File: config.mk
export PLATFORM = sky130hd
export DESIGN_NAME = dssm_ctrl
export DESIGN_NICKNAME = d
export VERILOG_FILES = /design/src/rtl/dssm_pkg.sv /design/src/rtl/dssm_ctrl.sv
export SDC_FILE = /design/constraint.sdc
export NUM_CORES = 1
export LEC_CHECK = 0
export ABC_AREA = 1
export BUFFER_PORTS_ARGS = -buffer_cell sky130_fd_sc_hd__buf_2
export CORE_AREA = 2 2 39 41
export DETAILED_ROUTE_END_ITERATION = 8
export DIE_AREA = 0 0 41 43
export GPL_ROUTABILITY_DRIVEN = 0
export GPL_TIMING_DRIVEN = 1
export PLACE_DENSITY = 0.42
export SETUP_SLACK_MARGIN = 0.4
export SYNTH_ARGS = -nofsm -noshare
export SYNTH_HDL_FRONTEND = slang
export SYNTH_SLANG_ARGS = --single-unit
File: constraint.sdc
create_clock -name clk -period 1.5 [get_ports clk]
set_input_delay 0 -clock clk [delete_from_list [all_inputs] [get_ports clk]]
set_output_delay 0 -clock clk [all_outputs]
set_load 0.005 [all_outputs]
File: src/rtl/dssm_pkg.sv
`timescale 1ns / 1ps
// Shared types and constants for the dual stack shared memory unit.
package dssm_pkg;

  localparam int DEPTH     = 256;
  localparam int ADDR_W    = $clog2(DEPTH);
  localparam int CNT_W     = ADDR_W + 1;
  localparam int DATA_W    = 32;
  localparam int CFG_W     = 9;
  localparam int OUT_CNT_W = 9;
  localparam int CMD_W     = 2;
  localparam int STAT_W    = 2;
  localparam int CMP_W     = (CFG_W > CNT_W) ? CFG_W : CNT_W;
  localparam int CAP_RESET = (DEPTH < 256) ? DEPTH : 256;

  typedef enum logic [CMD_W-1:0] {
    CMD_PUSH_FIRST  = 2'd0,
    CMD_PUSH_SECOND = 2'd1,
    CMD_POP_FIRST   = 2'd2,
    CMD_POP_SECOND  = 2'd3
  } cmd_t;

  typedef enum logic [STAT_W-1:0] {
    ST_DONE  = 2'd0,
    ST_FULL  = 2'd1,
    ST_EMPTY = 2'd2
  } status_t;

  // Commands from the controller to the datapath.
  typedef struct packed {
    logic load;   // capture the incoming beat
    logic exec;   // apply push or pop, write memory
    logic rd;     // read both tops
    logic resp;   // result is on the output ports
  } ctl_t;

endpackage

File: src/rtl/dssm_ctrl.sv
`timescale 1ns / 1ps
// Controller state machine that sequences one command through the datapath.
module dssm_ctrl (
  input  logic          clk,
  input  logic          rst_n,
  input  logic          start,
  output logic          busy,
  output dssm_pkg::ctl_t ctl
);

  typedef enum logic [1:0] {
    S_IDLE,
    S_EXEC,
    S_READ,
    S_RESP
  } state_t;

  state_t state_r, state_nxt;
  logic   busy_r, busy_nxt;

  always_comb begin
    state_nxt = state_r;
    busy_nxt  = busy_r;
    case (state_r)
      S_IDLE: begin
        if (start) begin
          state_nxt = S_EXEC;
          busy_nxt  = 1'b1;
        end
      end
      S_EXEC: state_nxt = S_READ;
      S_READ: state_nxt = S_RESP;
      S_RESP: begin
        state_nxt = S_IDLE;
        busy_nxt  = 1'b0;
      end
      default: begin
        state_nxt = S_IDLE;
        busy_nxt  = 1'b0;
      end
    endcase
  end

  always_ff @(posedge clk) begin
    if (!rst_n) begin
      state_r <= S_IDLE;
      busy_r  <= 1'b0;
    end else begin
      state_r <= state_nxt;
      busy_r  <= busy_nxt;
    end
  end

  assign busy     = busy_r;
  assign ctl.load = start && !busy_r;
  assign ctl.exec = (state_r == S_EXEC);
  assign ctl.rd   = (state_r == S_READ);
  assign ctl.resp = (state_r == S_RESP);

endmodule

==> flow_summary_export.csv, run 1 <==
group,metric,value,unit
setup_path,crit_path_cell_trace,"inv_2 -> ha_4 -> inv_2 -> nand2_1 -> a21oi_1 -> nor2_1",
route,finalWirelength,405,um
logic_synthesis,synth.largest_area_cell,"ha_1",
floorplan,core,0.00138,sq mm
setup_path,cp_num_buf_inv,2,
timing,tns,0,ns
grt,track_usage,0.0612,
run_status,outcome,"finished, final reports clean",
cts,clockBufferDepth,2,
timing,grt_setup_unrepaired,"false",
setup_path,worst_path_max_delay_cell,"dfxtp_2",
cts,clk-insertion-delay-late,0.24,ns
cts,htreeDepth,1,
setup_path,critical_path_class,"reg -> reg",
route,wl_per_cell,7.23,um
route,drc,0,
layout,layout.nets,49,
place,dpl.hpwl,320,um
logic_synthesis,synth_cell_types,10,
setup_path,r2r_slack,0.50,ns
logic_synthesis,synth-main-ff-cell,"dfxtp_1",
power_and_ir_drop,powerDensity,1920,mW/mm^2
logic_synthesis,yosysWarnings,0,
cts,clk_pin_slew,0.04,ns
logic_synthesis,synth-seq-area-share,0.293,
timing,hold_viol_final,0,
layout,final_cells,56,
cts,clock-sinks,3,
timing,finalCritPeriodShare,0.667,
layout,area_growth,54.3,%
cts,cts_tree,"built",
logic_synthesis,ys_top_cells_by_count,"5 x ha_1, 5 x nand2_1, 4 x inv_1, 4 x nor2_1, 3 x dfxtp_1",
setup_path,cp_max_fo,4,
setup_path,cp_common_cell,"inv_2",
floorplan,ios,8,
grt,grt_pass1_wl,634,um
layout,fill_cells,166,
timing,slew_headroom,0.902,
logic_synthesis,synth_edf_count,0,
floorplan,die_area,0.00176,sq mm
setup_path,timing.rr.start,"state_r[0]$_SDFFE_PN0P_",
timing,fmax,999,MHz
route,via_per_inst,3.50,
logic_synthesis,syn_avg_cell_area,7.33,sq um
setup_path,cpPeakStageDelay,0.36,ns
grt,gr-total-overflow,0,
run,maxCapViolCount,0,
logic_synthesis,syn-cell-area,205,sq um
power_and_ir_drop,p_leak,0.167,nW
timing,whs,0.0956,ns
grt,grt_pass1_vias,179,
route,dr.pass1.iters,1,
cts,numCtsBuffers,3,
timing,fin_crit,1.00,ns
route,vias,196,
floorplan,start_util,0.148,
floorplan,die_y,43,um
place,placed_area,260,sq um
logic_synthesis,synth_fp_nets,36,
grt,antenna_found_initial,0,
timing,fin_worst_skew,0.0116,ns
setup_path,worst-path-stages,6,
setup_path,start_kind,"flip-flop",
logic_synthesis,ys_async_sr_fraction,0,
logic_synthesis,synthTopCellsByArea,"ha_1 30%, dfxtp_1 29%, nand2_1 9.1%",
logic_synthesis,yosys.area.top_type_share,0.305,
place,dp.cells,51,
floorplan,die_w,41,um
setup_path,r2r_end,"busy$_SDFFE_PN0P_",
logic_synthesis,syn_inst,28,
setup_path,critPathTopFamily,"flip-flops",
timing,worst_slew_pin_slew,0.145,ns
layout,antenna_cells,0,
setup_path,cp.arrival,1.14,ns
cts,cts_root_buf,"clkbuf_4",
setup_path,r2r_cells,6,
logic_synthesis,ys_seq_elements,3,
route,drt-initial-drc-count,0,
setup_path,critPathLaunch,"state_r[0]$_SDFFE_PN0P_",
place,numPortBuffers,7,
setup_path,endpoint,"busy$_SDFFE_PN0P_",
timing,timing.final.max_slew_violations,0,
layout,final_cell_area,317,sq um
setup_path,worstPathRequired,1.63,ns
setup_path,endpoint_kind,"flip-flop",
timing,report.final.setup_viol,0,
floorplan,rows,14,
route,ant_nets,0,
power_and_ir_drop,ir_drop,0.468,mV
layout,drive_gt1_frac,0.425,
place,place_ws,0.359,ns
timing,setup_ws,0.499,ns
grt,grt_max_degree,5,
cts,cts_setup_buffers,0,
min_path,holdCritPathClass,"in -> reg",
==> cell families after synthesis <==
family,Yosys count,share of synthesized area
DFF,3,0.293
AOI/OAI and AO/OA,3,0.0731
buffers and inverters,6,0.110
and+or+nand+nor,11,0.219
adders and majority gates,5,0.305
==> final cells by class <==
class	count	area, sq um	area share
multi-input cells	19	140	0.443
flip-flops and latches	3	62.6	0.198
repair buffers	8	45.0	0.142
clock buffers	4	26.3	0.0830
inverters	6	22.5	0.0711
well taps	16	20.0	0.0632
==> metal layers <==
layer  wire [um]  share of wire  GRT usage  vias to the layer above
li1            -              -          -                      108
met1         193           0.48     0.0611                       81
met2         181           0.45     0.0750                        7
met3          30          0.074     0.0471                        0
met4           0              0     0.0600                        0
met5           0              0          0                        -
==> layout by cell type, fill, tap and decap left out, drive strengths merged <==
cell type	synthesis	routed
dfxtp	3	3
o21ai	1	1
clkbuf	0	4
nand3	1	1
nor2	5	5
buf	0	7
a21oi	2	2
nand2	5	5
dlygate4sd3	0	1
ha	5	5
inv	6	6
==> worst register-to-register path, delay by kind of cell (launching register included) <==
kind                       cells  cell delay (ns)
AOI/OAI and AO/OA              1             0.13
adders and majority gates      1             0.16
buffers and inverters          2             0.13
DFF                            1             0.36
and+or+nand+nor                2             0.13
==> sequential cells by signal, indices dropped and copies added (netlist names) <==
register	count
state_r	2
busy	1
==> report_power, final <==
group	leakage, nW	internal [mW]	switching, mW
Combinational	0.127	0.135	0.162
Clock	0.0150	0.100	0.0478
Sequential	0.0255	0.124	0.0402
==> worst min path at each step <==
stage,from,to,cells past startpoint
after global routing,start,state_r[0]$_SDFFE_PN0P_,3
after floorplan,start,ctl[3],2
after CTS,start,state_r[0]$_SDFFE_PN0P_,3
final,start,state_r[0]$_SDFFE_PN0P_,3
after detailed placement,rst_n,busy$_SDFFE_PN0P_,3
after global placement,rst_n,state_r[1]$_SDFFE_PN0P_,3
==> through the flow <==
step	utilization	total power, mW
after global routing	0.229	0.678
after floorplan	-	0.332
after global placement	0.188	0.415
after detailed placement	0.188	0.410
after CTS	0.215	0.568
final	0.229	0.609
==> repair_timing <==
action | CTS | global route
hold endpoints to repair | 1 | 0
hold buffers | 1 | 0
cloned | 0 | 0
endpoints found under the setup margin | 1 | 2
pin swaps | 0 | 1
resized for setup | 1 | 5
Power figures use the tool's default switching activity.
==> inputs of run 2 (changes only) <==
--- a/config.mk
+++ b/config.mk
@@ -12,7 +12,7 @@
 export DIE_AREA = 0 0 41 43
 export GPL_ROUTABILITY_DRIVEN = 0
 export GPL_TIMING_DRIVEN = 1
-export PLACE_DENSITY = 0.42
+export PLACE_DENSITY = 0.43
 export SETUP_SLACK_MARGIN = 0.4
 export SYNTH_ARGS = -nofsm -noshare
 export SYNTH_HDL_FRONTEND = slang
==> constraint.sdc (replaced) <==
create_clock -name clk -period 0.85 [get_ports clk]
set_input_delay 0 -clock clk [delete_from_list [all_inputs] [get_ports clk]]
set_output_delay 0 -clock clk [all_outputs]
set_load 0.005 [all_outputs]
==> flow_summary_export.csv, run 2 (synthesis gave the netlist of run 1 again) <==
group,metric,value,unit
floorplan,start_util,0.148,
grt,antenna_found_initial,0,
cts,clk-insertion-delay-late,0.23,ns
setup_path,r2r_end,"busy$_SDFFE_PN0P_",
grt,gr-total-overflow,0,
layout,area_growth,126,%
layout,antenna_cells,0,
layout,largest_reg_flops,2,
floorplan,rows,14,
timing,whs,0.0212,ns
grt,grt_pass1_vias,246,
timing,setup_ws,-0.155,ns
setup_path,worstPathRequired,0.85,ns
layout,layout_commonest_cell,"buf_4",
power_and_ir_drop,seq_power_share,0.190,
place,place_ws,-0.158,ns
grt,track_usage,0.0802,
power_and_ir_drop,swShare,0.382,
timing,hold_viol_final,0,
place,dpl.hpwl,334,um
power_and_ir_drop,internal-power,1.08,mW
setup_path,r2r_cells,5,
cts,clock-sinks,3,
timing,grt_setup_unrepaired,"true",
timing,slew_headroom,0.914,
min_path,holdCritPathClass,"in -> reg",
floorplan,die_area,0.00176,sq mm
power_and_ir_drop,ir_drop,1.25,mV
timing,fin_worst_skew,0.00127,ns
layout,drive_gt1_frac,0.723,
route,drc,0,
floorplan,core,0.00138,sq mm
power_and_ir_drop,p_switching,666,uW
setup_path,start_kind,"flip-flop",
timing,fmax,995,MHz
power_and_ir_drop,powerDensity,3760,mW/mm^2
route,finalWirelength,537,um
min_path,hold_depth,3,
route,wl_per_cell,8.52,um
timing,worst_slew_pin_slew,0.128,ns
layout,multiInputGateArea,196,sq um
cts,htreeDepth,1,
place,numPortBuffers,7,
route,drt-initial-drc-count,2,
cts,clockBufferDepth,2,
layout,top_register,"state_r",
timing,report.final.setup_viol,6,
timing,finalCritPeriodShare,1.18,
power_and_ir_drop,clkPwrFrac,0.140,
layout,seq_area,68.8,sq um
route,vias,250,
setup_path,cp_max_fo,3,
setup_path,timing.rr.start,"state_r[0]$_SDFFE_PN0P_",
setup_path,endpoint_kind,"output pin",
cts,numCtsBuffers,3,
grt,grt_max_degree,4,
setup_path,critical_path_class,"reg -> out",
floorplan,die_y,43,um
setup_path,cp.arrival,1.00,ns
grt,grt_pass1_wl,897,um
min_path,holdCritStartpoint,"rst_n",
floorplan,ios,8,
cts,clk_pin_slew,0.03,ns
setup_path,r2r_slack,-0.15,ns
timing,tns,-0.851,ns
power_and_ir_drop,combPwrFrac,0.669,
route,ant_nets,0,
cts,cts_tree,"built",
timing,fin_crit,1.00,ns
layout,layout.nets,56,
route,dr.pass1.iters,2,
min_path,hold_end,"state_r[1]$_SDFFE_PN0P_",
run_status,violations,"setup timing",
timing,timing.final.max_slew_violations,0,
floorplan,die_w,41,um
route,via_per_inst,3.97,
cts,cts_root_buf,"clkbuf_4",
power_and_ir_drop,p_leak,0.213,nW
layout,layout_common_cells,"6 x buf_4, 5 x buf_6",
layout,fill_cells,155,
run,maxCapViolCount,0,
run_status,outcome,"finished with violations",
-- run 2: changes by cell type in the layout (fill, tap and decap cells not counted), moves of 3 or more --
cell,change
buf_2,-3
buf_4,+6
buf_6,+5
ha_1,-3
ha_4,+3
inv_2,-3
inv_4,+3
-- run 2: what timing repair did --
item | in CTS | in global routing
gates resized for setup | 21 | 2
setup endpoints to repair | 8 | 8
setup buffers | 4 | 1
hold buffers | 0 | 0
pin swaps | 3 | 3
hold endpoints to repair | 0 | 0
-- run 2: cell type report --
cell class | instances | area share
multi-input cells | 19 | 0.424
inverters | 6 | 0.0649
clock buffers | 4 | 0.0568
flip-flops and latches | 3 | 0.149
repair buffers | 15 | 0.262
well taps | 16 | 0.0432
-- run 2: power groups by stage --
stage / combinational [mW] / clock (mW) / sequential (mW)
global route: 1.27 / 0.280 / 0.343
finish: 1.17 / 0.244 / 0.332
global placement: 0.615 / 0 / 0.298
floorplan: 0.385 / 0 / 0.283
CTS: 1.09 / 0.259 / 0.331
detailed placement: 0.614 / 0 / 0.300
-- run 2: layer usage --
metal	GRT usage	wire length [um]	vias up
met3	0.0628	29	0
met5	0	0	-
met2	0.122	296	7
met4	0.0400	0	0
met1	0.0735	211	117
li1	-	-	126
-- run 2: stage by stage --
step | utilization | area [sq um] | total power, mW | instances
after floorplan | - | 223 | 0.668 | 28
after global placement | 0.217 | 300 | 0.914 | 54
after detailed placement | 0.217 | 300 | 0.914 | 54
final | 0.335 | 463 | 1.74 | 63
after CTS | 0.321 | 444 | 1.68 | 62
after global routing | 0.335 | 463 | 1.89 | 63
-- run 2: how the worst max path moves through the flow --
stage / startpoint / end / slack (ns) / cells after the start
4_1_cts: state_r[1]$_SDFFE_PN0P_ / ctl[0] / -0.16 / 3
3_5_place_dp: state_r[0]$_SDFFE_PN0P_ / busy$_SDFFE_PN0P_ / -0.16 / 6
3_3_place_gp: state_r[0]$_SDFFE_PN0P_ / busy$_SDFFE_PN0P_ / -0.14 / 6
5_1_grt: state_r[0]$_SDFFE_PN0P_ / ctl[1] / -0.19 / 4
6_report: state_r[1]$_SDFFE_PN0P_ / ctl[0] / -0.15 / 3
2_1_floorplan: state_r[0]$_SDFFE_PN0P_ / busy$_SDFFE_PN0P_ / -0.08 / 6
-- run 2: worst max-delay path: stages, from the launching register on --
cell     delay (ns)
dfxtp_4        0.35
buf_4          0.15
ha_4           0.15
buf_2          0.12
